File: src/rtl/assert_macros.svh
// Assertion macros shared by the RTL files.
`ifndef ASSERT_MACROS_SVH
`define ASSERT_MACROS_SVH

// The property must hold at every clock edge outside reset.
`define ASSERT_ALWAYS(label, clk, rst_n, prop, msg) \
    label: assert property (@(posedge clk) disable iff (!rst_n) (prop)) \
        else $error(msg);

// When the antecedent holds, the consequent must hold in the cycle after.
`define ASSERT_NEXT(label, clk, rst_n, ante, cons, msg) \
    label: assert property (@(posedge clk) disable iff (!rst_n) (ante) |=> (cons)) \
        else $error(msg);

`endif

File: src/rtl/lcsr_pkg.sv
package lcsr_pkg;

    // Serial frame shape.
    localparam int DATA_BITS         = 24;
    localparam int HALF_PERIOD_TICKS = 1;
    localparam int TICK_W            = 4;
    localparam int BIT_W             = $clog2(DATA_BITS + 1);

    // Field widths.
    localparam int CODE_W     = 24;
    localparam int OFFSET_W   = 25;
    localparam int SCALE_W    = 32;
    localparam int GAIN_W     = 2;
    localparam int WEIGHT_W   = 32;
    localparam int COUNT_W    = 32;
    localparam int CFG_IDX_W  = 2;
    localparam int CFG_DATA_W = 32;

    // Scaling arithmetic: |code - offset| << 24, divided by the Q16.16 scale.
    localparam int DIFF_W     = OFFSET_W + 1;
    localparam int MAG_W      = OFFSET_W;
    localparam int FRAC_SHIFT = 24;
    localparam int DIVIDEND_W = MAG_W + FRAC_SHIFT;
    localparam int DIV_CNT_W  = $clog2(DIVIDEND_W + 1);

    localparam logic [CODE_W-1:0]   CODE_FLIP   = 24'h80_0000;
    localparam logic [SCALE_W-1:0]  SCALE_RESET = 32'h0001_0000;
    localparam logic [GAIN_W-1:0]   GAIN_RESET  = 2'd1;
    localparam logic [WEIGHT_W-1:0] WEIGHT_MAX  = 32'h7FFF_FFFF;
    localparam logic [WEIGHT_W-1:0] WEIGHT_MIN  = 32'h8000_0000;

    typedef enum logic [CFG_IDX_W-1:0] {
        CFG_ZERO_OFFSET = 2'd0,
        CFG_SCALE       = 2'd1,
        CFG_GAIN        = 2'd2
    } cfg_idx_t;

    typedef enum logic [2:0] {
        PH_IDLE,
        PH_BIT_HIGH,
        PH_BIT_LOW,
        PH_GAIN_HIGH,
        PH_GAIN_LOW
    } phase_t;

    typedef enum logic [1:0] {
        STEP_WAIT,
        STEP_DIV,
        STEP_EMIT
    } step_t;

    typedef struct packed {
        logic action;
        logic data_pin;
    } in_word_t;

    typedef struct packed {
        logic                       clock_pin;
        logic                       busy_res;
        logic                       ready_seen;
        logic                       new_data;
        logic [CODE_W-1:0]          raw_code;
        logic signed [WEIGHT_W-1:0] weight_q8;
        logic [COUNT_W-1:0]         update_total;
        logic [COUNT_W-1:0]         not_ready_total;
    } out_word_t;

    typedef struct packed {
        logic busy;
        logic tick_step;
        logic start_read;
        logic refuse;
        logic clock_low;
        logic shift_bit;
        logic gain_step;
        logic div_start;
        logic finish;
        logic load_out;
    } dp_cmd_t;

    typedef struct packed {
        logic half_done;
        logic last_bit;
        logic last_pulse;
        logic div_done;
        logic out_free;
    } dp_stat_t;

endpackage

File: src/rtl/lcsr_in_if.sv
interface lcsr_in_if;
    import lcsr_pkg::*;

    logic     valid;
    logic     ready;
    in_word_t word;

    modport source (output valid, output word, input ready);
    modport sink (input valid, input word, output ready);
endinterface

File: src/rtl/lcsr_out_if.sv
interface lcsr_out_if;
    import lcsr_pkg::*;

    logic      valid;
    logic      ready;
    out_word_t word;

    modport source (output valid, output word, input ready);
    modport sink (input valid, input word, output ready);
endinterface

File: src/rtl/load_cell_serial_reader_core.sv
// Serial reader for a 24-bit bridge converter. Each input word is one
// microsecond tick carrying the converter's data line level and an action
// (plain tick or update request), and each tick returns exactly one output
// word with the serial clock level, the busy and ready flags, the last raw
// code and the last weight in signed Q24.8 grams. A plain tick moves the
// controller to its emit step, which loads the word into the output
// register. The next tick is taken no earlier than the edge at which that
// word is taken, so a new tick is never taken while the last word waits.
// The tick that ends a read also runs the weight division on a restoring
// divider that retires one quotient bit per cycle over a 49-bit dividend.
`include "assert_macros.svh"

module load_cell_serial_reader_core (
    input  logic                             clk,
    input  logic                             rst_n,
    input  logic                             cfg_we,
    input  logic [lcsr_pkg::CFG_IDX_W-1:0]   cfg_index,
    input  logic [lcsr_pkg::CFG_DATA_W-1:0]  cfg_data,
    lcsr_in_if.sink                          in_ch,
    lcsr_out_if.source                       out_ch
);
    import lcsr_pkg::*;

    // The controller walks the serial frame (clock high, clock low, data
    // sample, then the gain pulses), advancing on accepted ticks, and sequences
    // the division and the loading of the output register.
    dp_cmd_t  cmd;
    dp_stat_t stat;
    logic     in_ready;

    lcsr_ctrl u_ctrl (
        .clk      (clk),
        .rst_n    (rst_n),
        .in_valid (in_ch.valid),
        .in_word  (in_ch.word),
        .in_ready (in_ready),
        .stat     (stat),
        .cmd      (cmd)
    );

    // The datapath holds the configuration registers, the frame counters,
    // the shift register, the stored results and counters, the divider and
    // the output register that lets a finished word wait for the sink.
    lcsr_dp u_dp (
        .clk       (clk),
        .rst_n     (rst_n),
        .cfg_we    (cfg_we),
        .cfg_index (cfg_index),
        .cfg_data  (cfg_data),
        .data_pin  (in_ch.word.data_pin),
        .cmd       (cmd),
        .stat      (stat),
        .out_valid (out_ch.valid),
        .out_ready (out_ch.ready),
        .out_word  (out_ch.word)
    );

    assign in_ch.ready = in_ready;

    // Outside a read the serial clock is always left low.
    `ASSERT_ALWAYS(a_top_clock_idle_low, clk, rst_n, !out_ch.valid || out_ch.word.busy_res || !out_ch.word.clock_pin, "serial clock high while idle")

endmodule

File: src/rtl/lcsr_div.sv
`include "assert_macros.svh"

module lcsr_div (
    input  logic                             clk,
    input  logic                             rst_n,
    input  logic                             start,
    input  logic [lcsr_pkg::DIVIDEND_W-1:0]  dividend,
    input  logic [lcsr_pkg::SCALE_W-1:0]     divisor,
    output logic                             done,
    output logic [lcsr_pkg::DIVIDEND_W-1:0]  quotient
);
    import lcsr_pkg::*;

    logic                  busy_reg, busy_next;
    logic                  done_reg, done_next;
    logic [DIV_CNT_W-1:0]  cnt_reg, cnt_next;
    logic [SCALE_W-1:0]    rem_reg, rem_next;
    logic [DIVIDEND_W-1:0] quo_reg, quo_next;
    logic [SCALE_W-1:0]    div_reg, div_next;
    logic [SCALE_W:0]      shifted;
    logic [SCALE_W:0]      trial;
    logic                  ge;

    // One restoring step per cycle, quotient bits shift in as dividend bits shift out.
    always_comb
    begin
        shifted   = {rem_reg, quo_reg[DIVIDEND_W-1]};
        trial     = shifted - {1'b0, div_reg};
        ge        = !trial[SCALE_W];
        busy_next = busy_reg;
        done_next = 1'b0;
        cnt_next  = cnt_reg;
        rem_next  = rem_reg;
        quo_next  = quo_reg;
        div_next  = div_reg;
        if (start)
        begin
            busy_next = 1'b1;
            cnt_next  = '0;
            rem_next  = '0;
            quo_next  = dividend;
            div_next  = divisor;
        end
        else if (busy_reg)
        begin
            rem_next = ge ? trial[SCALE_W-1:0] : shifted[SCALE_W-1:0];
            quo_next = {quo_reg[DIVIDEND_W-2:0], ge};
            cnt_next = cnt_reg + 1'b1;
            if (cnt_reg == DIV_CNT_W'(DIVIDEND_W - 1))
            begin
                busy_next = 1'b0;
                done_next = 1'b1;
            end
        end
    end

    always_ff @(posedge clk or negedge rst_n)
    begin
        if (!rst_n)
        begin
            busy_reg <= 1'b0;
            done_reg <= 1'b0;
            cnt_reg  <= '0;
        end
        else
        begin
            busy_reg <= busy_next;
            done_reg <= done_next;
            cnt_reg  <= cnt_next;
        end
    end

    always_ff @(posedge clk)
    begin
        rem_reg <= rem_next;
        quo_reg <= quo_next;
        div_reg <= div_next;
    end

    assign done     = done_reg;
    assign quotient = quo_reg;

    `ASSERT_ALWAYS(a_div_no_restart, clk, rst_n, !(start && busy_reg), "divider restarted while busy")
    `ASSERT_NEXT(a_div_done_single, clk, rst_n, done_reg, !done_reg && !busy_reg, "divider done not a single pulse")

endmodule

File: src/rtl/lcsr_dp.sv
`include "assert_macros.svh"

module lcsr_dp (
    input  logic                             clk,
    input  logic                             rst_n,
    input  logic                             cfg_we,
    input  logic [lcsr_pkg::CFG_IDX_W-1:0]   cfg_index,
    input  logic [lcsr_pkg::CFG_DATA_W-1:0]  cfg_data,
    input  logic                             data_pin,
    input  lcsr_pkg::dp_cmd_t                cmd,
    output lcsr_pkg::dp_stat_t               stat,
    output logic                             out_valid,
    input  logic                             out_ready,
    output lcsr_pkg::out_word_t              out_word
);
    import lcsr_pkg::*;

    logic [OFFSET_W-1:0]  offset_reg, offset_next;
    logic [SCALE_W-1:0]   scale_reg, scale_next;
    logic [GAIN_W-1:0]    gain_reg, gain_next;
    logic [TICK_W-1:0]    tick_reg, tick_next;
    logic [BIT_W-1:0]     bit_reg, bit_next;
    logic [DATA_BITS-1:0] shift_reg, shift_next;
    logic                 clock_reg, clock_next;
    logic                 ready_reg, ready_next;
    logic                 new_reg, new_next;
    logic [CODE_W-1:0]    raw_reg, raw_next;
    logic [WEIGHT_W-1:0]  weight_reg, weight_next;
    logic [COUNT_W-1:0]   upd_reg, upd_next;
    logic [COUNT_W-1:0]   nr_reg, nr_next;
    logic                 out_valid_reg, out_valid_next;
    out_word_t            out_word_reg, out_word_next;

    logic [GAIN_W-1:0]     pulses;
    logic [CODE_W-1:0]     raw_code;
    logic [DIFF_W-1:0]     diff;
    logic [DIFF_W-1:0]     diff_abs;
    logic                  neg;
    logic [DIVIDEND_W-1:0] dividend;
    logic                  div_done;
    logic [DIVIDEND_W-1:0] quotient;
    logic                  over;
    logic [WEIGHT_W-1:0]   weight;

    lcsr_div u_div (
        .clk      (clk),
        .rst_n    (rst_n),
        .start    (cmd.div_start),
        .dividend (dividend),
        .divisor  (scale_reg),
        .done     (div_done),
        .quotient (quotient)
    );

    // Sign and magnitude of the offset-corrected code, and the saturated weight.
    always_comb
    begin
        raw_code = CODE_W'(shift_reg) ^ CODE_FLIP;
        diff     = {{(DIFF_W - CODE_W){1'b0}}, raw_code} - {offset_reg[OFFSET_W-1], offset_reg};
        neg      = diff[DIFF_W-1];
        diff_abs = neg ? (~diff + 1'b1) : diff;
        dividend = {diff_abs[MAG_W-1:0], {FRAC_SHIFT{1'b0}}};
        over     = |quotient[DIVIDEND_W-1:WEIGHT_W-1];
        if (neg)
            weight = over ? WEIGHT_MIN : (~quotient[WEIGHT_W-1:0] + 1'b1);
        else
            weight = over ? WEIGHT_MAX : quotient[WEIGHT_W-1:0];
    end

    always_comb
    begin
        pulses          = (gain_reg == '0) ? GAIN_W'(1) : gain_reg;
        stat.half_done  = ({1'b0, tick_reg} + 1'b1) >= (TICK_W + 1)'(HALF_PERIOD_TICKS);
        stat.last_bit   = ({1'b0, bit_reg} + 1'b1) >= (BIT_W + 1)'(DATA_BITS);
        stat.last_pulse = ({1'b0, bit_reg} + 1'b1) >= (BIT_W + 1)'(pulses);
        stat.div_done   = div_done;
        stat.out_free   = !out_valid_reg || out_ready;
    end

    always_comb
    begin
        offset_next    = offset_reg;
        scale_next     = scale_reg;
        gain_next      = gain_reg;
        tick_next      = tick_reg;
        bit_next       = bit_reg;
        shift_next     = shift_reg;
        clock_next     = clock_reg;
        ready_next     = ready_reg;
        new_next       = new_reg;
        raw_next       = raw_reg;
        weight_next    = weight_reg;
        upd_next       = upd_reg;
        nr_next        = nr_reg;
        out_valid_next = out_valid_reg && !out_ready;
        out_word_next  = out_word_reg;

        if (cfg_we)
        begin
            case (cfg_index)
                CFG_ZERO_OFFSET: offset_next = cfg_data[OFFSET_W-1:0];
                CFG_SCALE:
                begin
                    if (cfg_data[SCALE_W-1:0] != '0)
                        scale_next = cfg_data[SCALE_W-1:0];
                end
                CFG_GAIN:        gain_next = cfg_data[GAIN_W-1:0];
                default:         ;
            endcase
        end

        if (cmd.tick_step)
            tick_next = stat.half_done ? '0 : tick_reg + 1'b1;
        if (cmd.start_read)
        begin
            bit_next   = '0;
            tick_next  = '0;
            shift_next = '0;
            clock_next = 1'b1;
            new_next   = 1'b0;
            ready_next = 1'b1;
        end
        if (cmd.refuse)
        begin
            new_next   = 1'b0;
            ready_next = 1'b0;
            nr_next    = nr_reg + 1'b1;
        end
        if (cmd.clock_low)
            clock_next = 1'b0;
        if (cmd.shift_bit)
        begin
            shift_next = {shift_reg[DATA_BITS-2:0], data_pin};
            clock_next = 1'b1;
            bit_next   = stat.last_bit ? '0 : bit_reg + 1'b1;
        end
        if (cmd.gain_step)
        begin
            bit_next = stat.last_pulse ? '0 : bit_reg + 1'b1;
            if (!stat.last_pulse)
                clock_next = 1'b1;
        end
        if (cmd.finish)
        begin
            raw_next    = raw_code;
            weight_next = weight;
            new_next    = 1'b1;
            upd_next    = upd_reg + 1'b1;
        end
        if (cmd.load_out)
        begin
            out_valid_next                = 1'b1;
            out_word_next.clock_pin       = clock_reg;
            out_word_next.busy_res        = cmd.busy;
            out_word_next.ready_seen      = ready_reg;
            out_word_next.new_data        = new_reg;
            out_word_next.raw_code        = raw_reg;
            out_word_next.weight_q8       = weight_reg;
            out_word_next.update_total    = upd_reg;
            out_word_next.not_ready_total = nr_reg;
        end
    end

    always_ff @(posedge clk or negedge rst_n)
    begin
        if (!rst_n)
        begin
            offset_reg    <= '0;
            scale_reg     <= SCALE_RESET;
            gain_reg      <= GAIN_RESET;
            tick_reg      <= '0;
            bit_reg       <= '0;
            shift_reg     <= '0;
            clock_reg     <= 1'b0;
            ready_reg     <= 1'b0;
            new_reg       <= 1'b0;
            raw_reg       <= '0;
            weight_reg    <= '0;
            upd_reg       <= '0;
            nr_reg        <= '0;
            out_valid_reg <= 1'b0;
        end
        else
        begin
            offset_reg    <= offset_next;
            scale_reg     <= scale_next;
            gain_reg      <= gain_next;
            tick_reg      <= tick_next;
            bit_reg       <= bit_next;
            shift_reg     <= shift_next;
            clock_reg     <= clock_next;
            ready_reg     <= ready_next;
            new_reg       <= new_next;
            raw_reg       <= raw_next;
            weight_reg    <= weight_next;
            upd_reg       <= upd_next;
            nr_reg        <= nr_next;
            out_valid_reg <= out_valid_next;
        end
    end

    always_ff @(posedge clk)
    begin
        out_word_reg <= out_word_next;
    end

    assign out_valid = out_valid_reg;
    assign out_word  = out_word_reg;

    `ASSERT_ALWAYS(a_dp_emit_free, clk, rst_n, !(cmd.load_out && out_valid_reg), "result loaded over a waiting word")

endmodule

File: src/rtl/lcsr_ctrl.sv
`include "assert_macros.svh"

module lcsr_ctrl (
    input  logic                clk,
    input  logic                rst_n,
    input  logic                in_valid,
    input  lcsr_pkg::in_word_t  in_word,
    output logic                in_ready,
    input  lcsr_pkg::dp_stat_t  stat,
    output lcsr_pkg::dp_cmd_t   cmd
);
    import lcsr_pkg::*;

    phase_t phase_reg, phase_next;
    step_t  step_reg, step_next;
    logic   accept;

    always_ff @(posedge clk or negedge rst_n)
    begin
        if (!rst_n)
        begin
            phase_reg <= PH_IDLE;
            step_reg  <= STEP_WAIT;
        end
        else
        begin
            phase_reg <= phase_next;
            step_reg  <= step_next;
        end
    end

    always_comb
    begin
        phase_next = phase_reg;
        step_next  = step_reg;
        cmd        = '0;
        cmd.busy   = (phase_reg != PH_IDLE);
        in_ready   = (step_reg == STEP_WAIT) && stat.out_free;
        accept     = in_valid && in_ready;

        case (step_reg)
            STEP_WAIT:
            begin
                if (accept)
                begin
                    step_next = STEP_EMIT;
                    case (phase_reg)
                        PH_IDLE:
                        begin
                            if (in_word.action)
                            begin
                                if (in_word.data_pin)
                                    cmd.refuse = 1'b1;
                                else
                                begin
                                    cmd.start_read = 1'b1;
                                    phase_next     = PH_BIT_HIGH;
                                end
                            end
                        end
                        PH_BIT_HIGH:
                        begin
                            cmd.tick_step = 1'b1;
                            if (stat.half_done)
                            begin
                                cmd.clock_low = 1'b1;
                                phase_next    = PH_BIT_LOW;
                            end
                        end
                        PH_BIT_LOW:
                        begin
                            cmd.tick_step = 1'b1;
                            if (stat.half_done)
                            begin
                                cmd.shift_bit = 1'b1;
                                phase_next    = stat.last_bit ? PH_GAIN_HIGH : PH_BIT_HIGH;
                            end
                        end
                        PH_GAIN_HIGH:
                        begin
                            cmd.tick_step = 1'b1;
                            if (stat.half_done)
                            begin
                                cmd.clock_low = 1'b1;
                                phase_next    = PH_GAIN_LOW;
                            end
                        end
                        PH_GAIN_LOW:
                        begin
                            cmd.tick_step = 1'b1;
                            if (stat.half_done)
                            begin
                                cmd.gain_step = 1'b1;
                                if (stat.last_pulse)
                                begin
                                    phase_next    = PH_IDLE;
                                    cmd.div_start = 1'b1;
                                    step_next     = STEP_DIV;
                                end
                                else
                                    phase_next = PH_GAIN_HIGH;
                            end
                        end
                        default:
                        begin
                            phase_next    = PH_IDLE;
                            cmd.clock_low = 1'b1;
                        end
                    endcase
                end
            end
            STEP_DIV:
            begin
                if (stat.div_done)
                begin
                    cmd.finish = 1'b1;
                    step_next  = STEP_EMIT;
                end
            end
            STEP_EMIT:
            begin
                cmd.load_out = 1'b1;
                step_next    = STEP_WAIT;
            end
            default: step_next = STEP_WAIT;
        endcase
    end

    `ASSERT_ALWAYS(a_ctrl_div_idle, clk, rst_n, step_reg != STEP_DIV || phase_reg == PH_IDLE, "division running during a serial read")

endmodule

File: src/flat_wrapper.sv
// flat-port wrapper written by rule: the top's interface ports become plain ports
module load_cell_serial_reader_core_flat import lcsr_pkg::*;
  (clk, rst_n, cfg_we, cfg_index, cfg_data, in_ch_valid, in_ch_word, in_ch_ready, out_ch_valid, out_ch_word, out_ch_ready);
  lcsr_in_if in_ch_i ();
  lcsr_out_if out_ch_i ();
  input  logic clk;
  input  logic rst_n;
  input  logic cfg_we;
  input  logic [lcsr_pkg::CFG_IDX_W-1:0] cfg_index;
  input  logic [lcsr_pkg::CFG_DATA_W-1:0] cfg_data;
  input wire logic [$bits(in_ch_i.valid)-1:0] in_ch_valid;
  input wire logic [$bits(in_ch_i.word)-1:0] in_ch_word;
  output wire logic [$bits(in_ch_i.ready)-1:0] in_ch_ready;
  output wire logic [$bits(out_ch_i.valid)-1:0] out_ch_valid;
  output wire logic [$bits(out_ch_i.word)-1:0] out_ch_word;
  input wire logic [$bits(out_ch_i.ready)-1:0] out_ch_ready;
  assign in_ch_i.valid = in_ch_valid;
  assign in_ch_i.word = in_ch_word;
  assign in_ch_ready = in_ch_i.ready;
  assign out_ch_valid = out_ch_i.valid;
  assign out_ch_word = out_ch_i.word;
  assign out_ch_i.ready = out_ch_ready;
  load_cell_serial_reader_core u_core (.clk(clk), .rst_n(rst_n), .cfg_we(cfg_we), .cfg_index(cfg_index), .cfg_data(cfg_data), .in_ch(in_ch_i), .out_ch(out_ch_i));
endmodule
File: config.mk
export PLATFORM = sky130hd
export DESIGN_NAME = load_cell_serial_reader_core_flat
export DESIGN_NICKNAME = d
export VERILOG_FILES = /design/src/rtl/lcsr_pkg.sv /design/src/rtl/lcsr_in_if.sv /design/src/rtl/lcsr_out_if.sv /design/src/rtl/load_cell_serial_reader_core.sv /design/src/rtl/lcsr_div.sv /design/src/rtl/lcsr_dp.sv /design/src/rtl/lcsr_ctrl.sv /design/src/flat_wrapper.sv
export VERILOG_INCLUDE_DIRS = /design/src /design/src/rtl
export SDC_FILE = /design/constraint.sdc
export NUM_CORES = 1
export LEC_CHECK = 0
export BUFFER_PORTS_ARGS = -buffer_cell sky130_fd_sc_hd__buf_2
export CORE_UTILIZATION = 40
export DETAILED_ROUTE_END_ITERATION = 10
export GPL_TIMING_DRIVEN = 0
export SYNTH_ARGS = -nofsm -noshare
export SYNTH_HDL_FRONTEND = slang
export SYNTH_SLANG_ARGS = --single-unit
File: constraint.sdc
create_clock -name clk -period 7.6 [get_ports clk]
set_input_delay 0.38 -clock clk [delete_from_list [all_inputs] [get_ports clk]]
set_output_delay 0.38 -clock clk [all_outputs]
set_load 0.05 [all_outputs]
[After elaboration in Yosys (flattened, before gate mapping)]
Index checks and enable logic that the tools add are counted.
Operators by class
  reductions and logical operators: 28
  divide/modulo/power cells: 0
  $add $sub $neg: 11
  equality and inequality tests: 17
  multiplexer cells: 68
  bitwise operators: 3
  shifts and indexed selects: 0
  order comparisons: 3
  multipliers: 0
Operators by type and width (number)
  32-bit 2-to-1 mux: 4
  49-bit 2-to-1 mux: 2
  32-bit by 1-bit adder with 32-bit output, second input constant: 3
  24-bit 2-to-1 mux: 2
  33-bit by 32-bit subtractor with 33-bit output: 1
  32-bit inverter: 1
  32-bit nonzero test: 1
  1-bit 2-to-1 mux: 26
  25-bit by 25-bit subtractor with 26-bit output: 1
  25-bit by 1-bit adder with 25-bit output, second input constant: 1
  25-bit 2-to-1 mux: 1
  5-bit 2-to-1 mux: 5
  25-bit inverter: 1
  2-bit 2-to-1 mux: 12
  3-bit 2-to-1 mux: 6
  18-bit OR reduction: 1
  2-bit inequality test, second input constant: 8
  3-bit one-hot mux with 5 select lines: 1
  7-bit 2-to-1 mux: 2
  4-bit 2-to-1 mux: 3
  6-bit 2-to-1 mux: 2
  3-bit nonzero test: 3
  8-bit AND reduction: 1
  2-bit nonzero test: 4
  other kinds (27): 38
Word-level totals
  ROM bits: 0
  memories: 0
  bits in latches: 0
  RAM bits: 0
  output and inout port bits: 126
  register bits after elaboration: 466

[Logic depth before layout (Yosys ltp)]
  depth after elaboration: 13
  mapped depth: 15

[By module]
A second synthesis with hierarchy kept.
Second synthesis, totals
  cell total of the unflattened synthesis: 1916
  area total of the unflattened synthesis: 22136.2 sq um
By module, submodules not included
  lcsr_dp: seq. area each 9131.3 sq um, area each 14964.4 sq um, cells each 1218, times used 1
  lcsr_div: seq. area each 3273.1 sq um, area each 6720.2 sq um, cells each 644, times used 1
  lcsr_ctrl: seq. area each 125.1 sq um, area each 451.7 sq um, cells each 54, times used 1

[Worst setup path before layout]
No wires, ideal clock.
  kind: register to register
  from: reg u_core.u_ctrl.step_reg[0]
  to: reg u_core.u_dp.out_word_reg (netlist bit u_core.u_dp.out_word[0]), enable pin
  path slack: 1.410 ns
  data arrival time: 5.581 ns
  required time: 6.991 ns
  stages on the path, launching flop included: 2
  period minus slack after synthesis: 6.190 ns
  path through: dfrtp_1 nor2_1
Between the ends
  cells in the longest elaborated chain, start to end: 2
Ends and longest elaborated chain
  start: declaration: RTL line lcsr_ctrl.sv:15  | step_t step_reg, step_next;
  start signal: assignment: RTL line lcsr_ctrl.sv:28  | step_reg <= step_next;
  2-bit == test: RTL line lcsr_ctrl.sv:41  | case (step_reg)
  1-bit 2-to-1 mux: RTL line lcsr_ctrl.sv:41
  end signal: assignment: RTL line lcsr_dp.sv:204  | out_word_reg <= out_word_next;
  end: declaration: RTL line lcsr_dp.sv:32  | out_word_t out_word_reg, out_word_next;
Every way passes these cells.
A chain may end at the register's enable or synchronous reset.

[Worst setup path after layout]
  from: reg u_core.u_dp.u_div.quo_reg[48], in the netlist u_core.u_dp.u_div.quotient[48]
  to: reg u_core.u_dp.u_div.rem_reg[9]
Between the ends
  cells in the longest elaborated chain, start to end: 2
Ends and longest elaborated chain
  start: declaration: RTL line lcsr_div.sv:18  | logic [DIVIDEND_W-1:0] quo_reg, quo_next;
  start signal: assignment: RTL line lcsr_div.sv:76  | quo_reg <= quo_next;
  33-bit by 32-bit subtractor with 33-bit output: RTL line lcsr_div.sv:28  | trial = shifted - {1'b0, div_reg};
  32-bit 2-to-1 mux: RTL line lcsr_div.sv:46  | rem_next = ge ? trial[SCALE_W-1:0] : shifted[SCALE_W-1:0];
  end signal: assignment: RTL line lcsr_div.sv:75  | rem_reg <= rem_next;
  end: declaration: RTL line lcsr_div.sv:17  | logic [SCALE_W-1:0] rem_reg, rem_next;
Every way passes these cells.

==> impl_metrics.py <==
metrics = {
    "pwr": {
        "power_density_mw_per_mm2": 380,
        "ir_drop_uv": 192,
        "leakage_nw": 10.9,
        "p_total_mw": 9.58,
    },
    "timing": {
        "tightestPinTransition_ps": 923,
        "hold_viol_final": 0,
        "rsz0062_at_grt": "false",
        "finClkSkew_ps": 21.4,
        "slew_headroom": 0.369,
        "post-route-period-util": 0.589,
        "finalSetupViolations": 0,
        "setup_tns_ps": 0,
        "slew_viol_final": 0,
        "whs_ps": 42.1,
        "fmax_ghz": 0.223,
        "layout_min_cycle_time_ps": 4480,
    },
    "run_status": {
        "status": "complete, no violations",
    },
    "synthesis": {
        "synth_cell_type_count": 74,
        "syn_nets": 2100,
        "ys.flop_type": "dfrtp_1",
        "syn-cell-area_mm2": 0.0217,
        "synthTopCellsByArea": "dfrtp_1 26%, edfxtp_1 25%, dfxtp_1 5.2%",
        "synth_top_area_cell": "dfrtp_1",
        "yosysWarningCount": 0,
        "synth-seq-area-share": 0.568,
        "async_reset_ff_frac": 0.491,
        "syn_area_per_cell_um2": 10.9,
        "netlist.area_leader.share": 0.262,
        "synth-edff-count": 181,
        "synth-seq-cells": 466,
        "synthCells": 1989,
    },
    "global_routing": {
        "grt_antenna_before_repair": 0,
        "overflow": 0,
        "grt_max_degree": 106,
        "grt_usage": 0.187,
        "grt_pass1_vias": 15346,
        "grt_pass1_wl_mm": 83.4,
    },
    "clock_network": {
        "clk_latency_ps": 600,
        "clock_path_buffers": 3,
        "cts_tree": "done",
        "ctsHtreeMaxLevel": 2,
        "cts_sinks": 466,
        "numCtsBuffers": 49,
        "clk_pin_slew_ps": 60,
        "cts_root_buffer": "clkbuf_16",
    },
    "die": {
        "dieArea_mm2": 0.0551,
        "start_util": 0.409,
        "rows": 84,
        "die_w_um": 235,
        "core_area_mm2": 0.0530,
        "io_pins": 167,
        "die_h_um": 235,
    },
    "hold_path": {
        "min_to": "u_core.u_dp.scale_reg[25]$_DFFE_PN0P_",
        "holdPathStages": 2,
        "worstHoldStart": "cfg_data[25]",
        "hp-class": "primary input to flop",
    },
    "worst_setup_path": {
        "rr_worst_depth": 14,
        "end_kind": "flop",
        "critical_path_arrival_ps": 4920,
        "crit_start": "u_core.u_dp.u_div.quotient[48]$_DFFE_PP_",
        "critical_path_class": "flop to flop",
        "ff2ff_setup_slack_ps": 3120,
        "r2r_end": "u_core.u_dp.u_div.rem_reg[9]$_SDFFE_PP0P_",
        "critPathRequiredTime_ps": 8040,
        "worstSetupStartpointType": "flop",
        "regToRegStartpoint": "u_core.u_dp.u_div.quotient[48]$_DFFE_PP_",
        "crit_fanout": 10,
    },
    "layout": {
        "antennaDiodeCount": 0,
        "multi_input_area_mm2": 0.00874,
        "final-seq-area_mm2": 0.0123,
        "largest_reg_flops": 124,
        "nFillCells": 4880,
        "fin_nets": 2324,
        "final_layout_size_suffix_gt1_frac": 0.140,
        "final_common_cell": "nand2_1",
        "mostFrequentLayoutCells": "229 x nand2_1, 227 x dfrtp_1, 181 x edfxtp_1",
        "area_growth_pct": 16.5,
    },
    "route": {
        "dr.pass1.iters": 5,
        "drc_errors": 0,
        "wl_mm": 51.1,
        "viasPerCell": 5.28,
        "vias": 15535,
        "drtAntennaViolNets": 0,
        "detail_route.wl_per_cell_um": 17.4,
        "first_iter_violations": 1001,
    },
    "place": {
        "port_buffers": 166,
        "place_hpwl_mm": 37.7,
        "gp_congestion": 0.873,
    },
    "flow_run": {
        "max-cap-violations": 0,
    },
}
final cells by class:
class | instances | area share
buffer | 76 | 0.0115
clock buffer | 67 | 0.0549
clock inverter | 25 | 0.0130
inverter | 94 | 0.0140
multi-input combinational | 1353 | 0.346
sequential | 466 | 0.487
tap | 688 | 0.0341
timing repair buffer | 173 | 0.0391
critical path: stages, from the launching register on:
cell	delay, ps
edfxtp_1	430
inv_1	80
ha_1	200
fa_1	230
nand2b_1	150
a21oi_1	120
o41ai_1	780
o2111a_1	380
nor3_1	90
o31ai_1	370
o41ai_2	200
xnor2_2	500
buf_2	440
mux2i_1	240
a21oi_1	90
metrics by stage:
step	setup slack [ps]	instances	cell area (µm²)	utilization
2_1_floorplan	1410	1989	21700	-
3_3_place_gp	-640	2843	23300	0.441
3_5_place_dp	3180	2849	23500	0.444
4_1_cts	3150	2942	25200	0.476
5_1_grt	2770	2942	25200	0.476
6_report	3120	2942	25200	0.476
synthesized netlist by cell type, types with 22 or more instances:
cell and number:
mux2i_1 55, inv_1 94, nor2_1 132, a22o_1 24, edfxtp_1 181, a21o_1 22
nor3_1 30, nand2_1 229, clkbuf_1 71, xor2_1 42, a21oi_1 96, nand3_1 79
o21ai_0 157, ha_1 68, xnor2_1 104, dfxtp_1 56, mux2_2 39, and3_1 26
nand4_1 22, dfrtp_1 227
logic make-up after synthesis:
group / after synthesis / share of synthesized area
AOI/OAI and AO/OA: 418 / 0.120
xor gates and xnor gates: 147 / 0.0598
adders and majority gates: 70 / 0.0411
buffers and inverters: 170 / 0.0296
DFF: 466 / 0.568
muxes: 94 / 0.0457
and+or+nand+nor: 624 / 0.136
repair_timing:
action / in CTS / in global routing
hold buffers: 1 / 0
hold endpoints to repair: 59 / 0
buffers inserted: 0 / 0
gates resized for setup: 0 / 0
power breakdown:
| part | switching (mW) | internal (mW) | leakage (nW) |
|---|---|---|---|
| registers | 0.382 | 3.29 | 5.27 |
| logic | 2.24 | 1.16 | 4.84 |
| clock network | 1.02 | 1.49 | 0.840 |
| total | 3.64 | 5.95 | 10.9 |
metal layers:
metal  up-vias  wire length [µm]  global-route usage
met5         -                 0                   0
met4         0              1120              0.0498
met3        75              2180              0.0307
met2       366             24100               0.310
met1      7520             23700               0.254
li1       7574                 -                   -
worst max path at each step:
stage          cells after the start  slack, ps                                    endpoint
3_3_place_gp                       1       -640          u_core.u_dp.out_word[70]$_DFFE_PP_
4_1_cts                           14       3150  u_core.u_dp.u_div.rem_reg[11]$_SDFFE_PP0P_
6_report                          14       3120   u_core.u_dp.u_div.rem_reg[9]$_SDFFE_PP0P_
3_5_place_dp                      13       3180    u_core.u_dp.u_div.quotient[34]$_DFFE_PP_
2_1_floorplan                      1       1410           u_core.u_dp.out_word[0]$_DFFE_PP_
5_1_grt                           14       2770   u_core.u_dp.u_div.rem_reg[5]$_SDFFE_PP0P_
No activity file was read; power rests on OpenSTA's default activity.
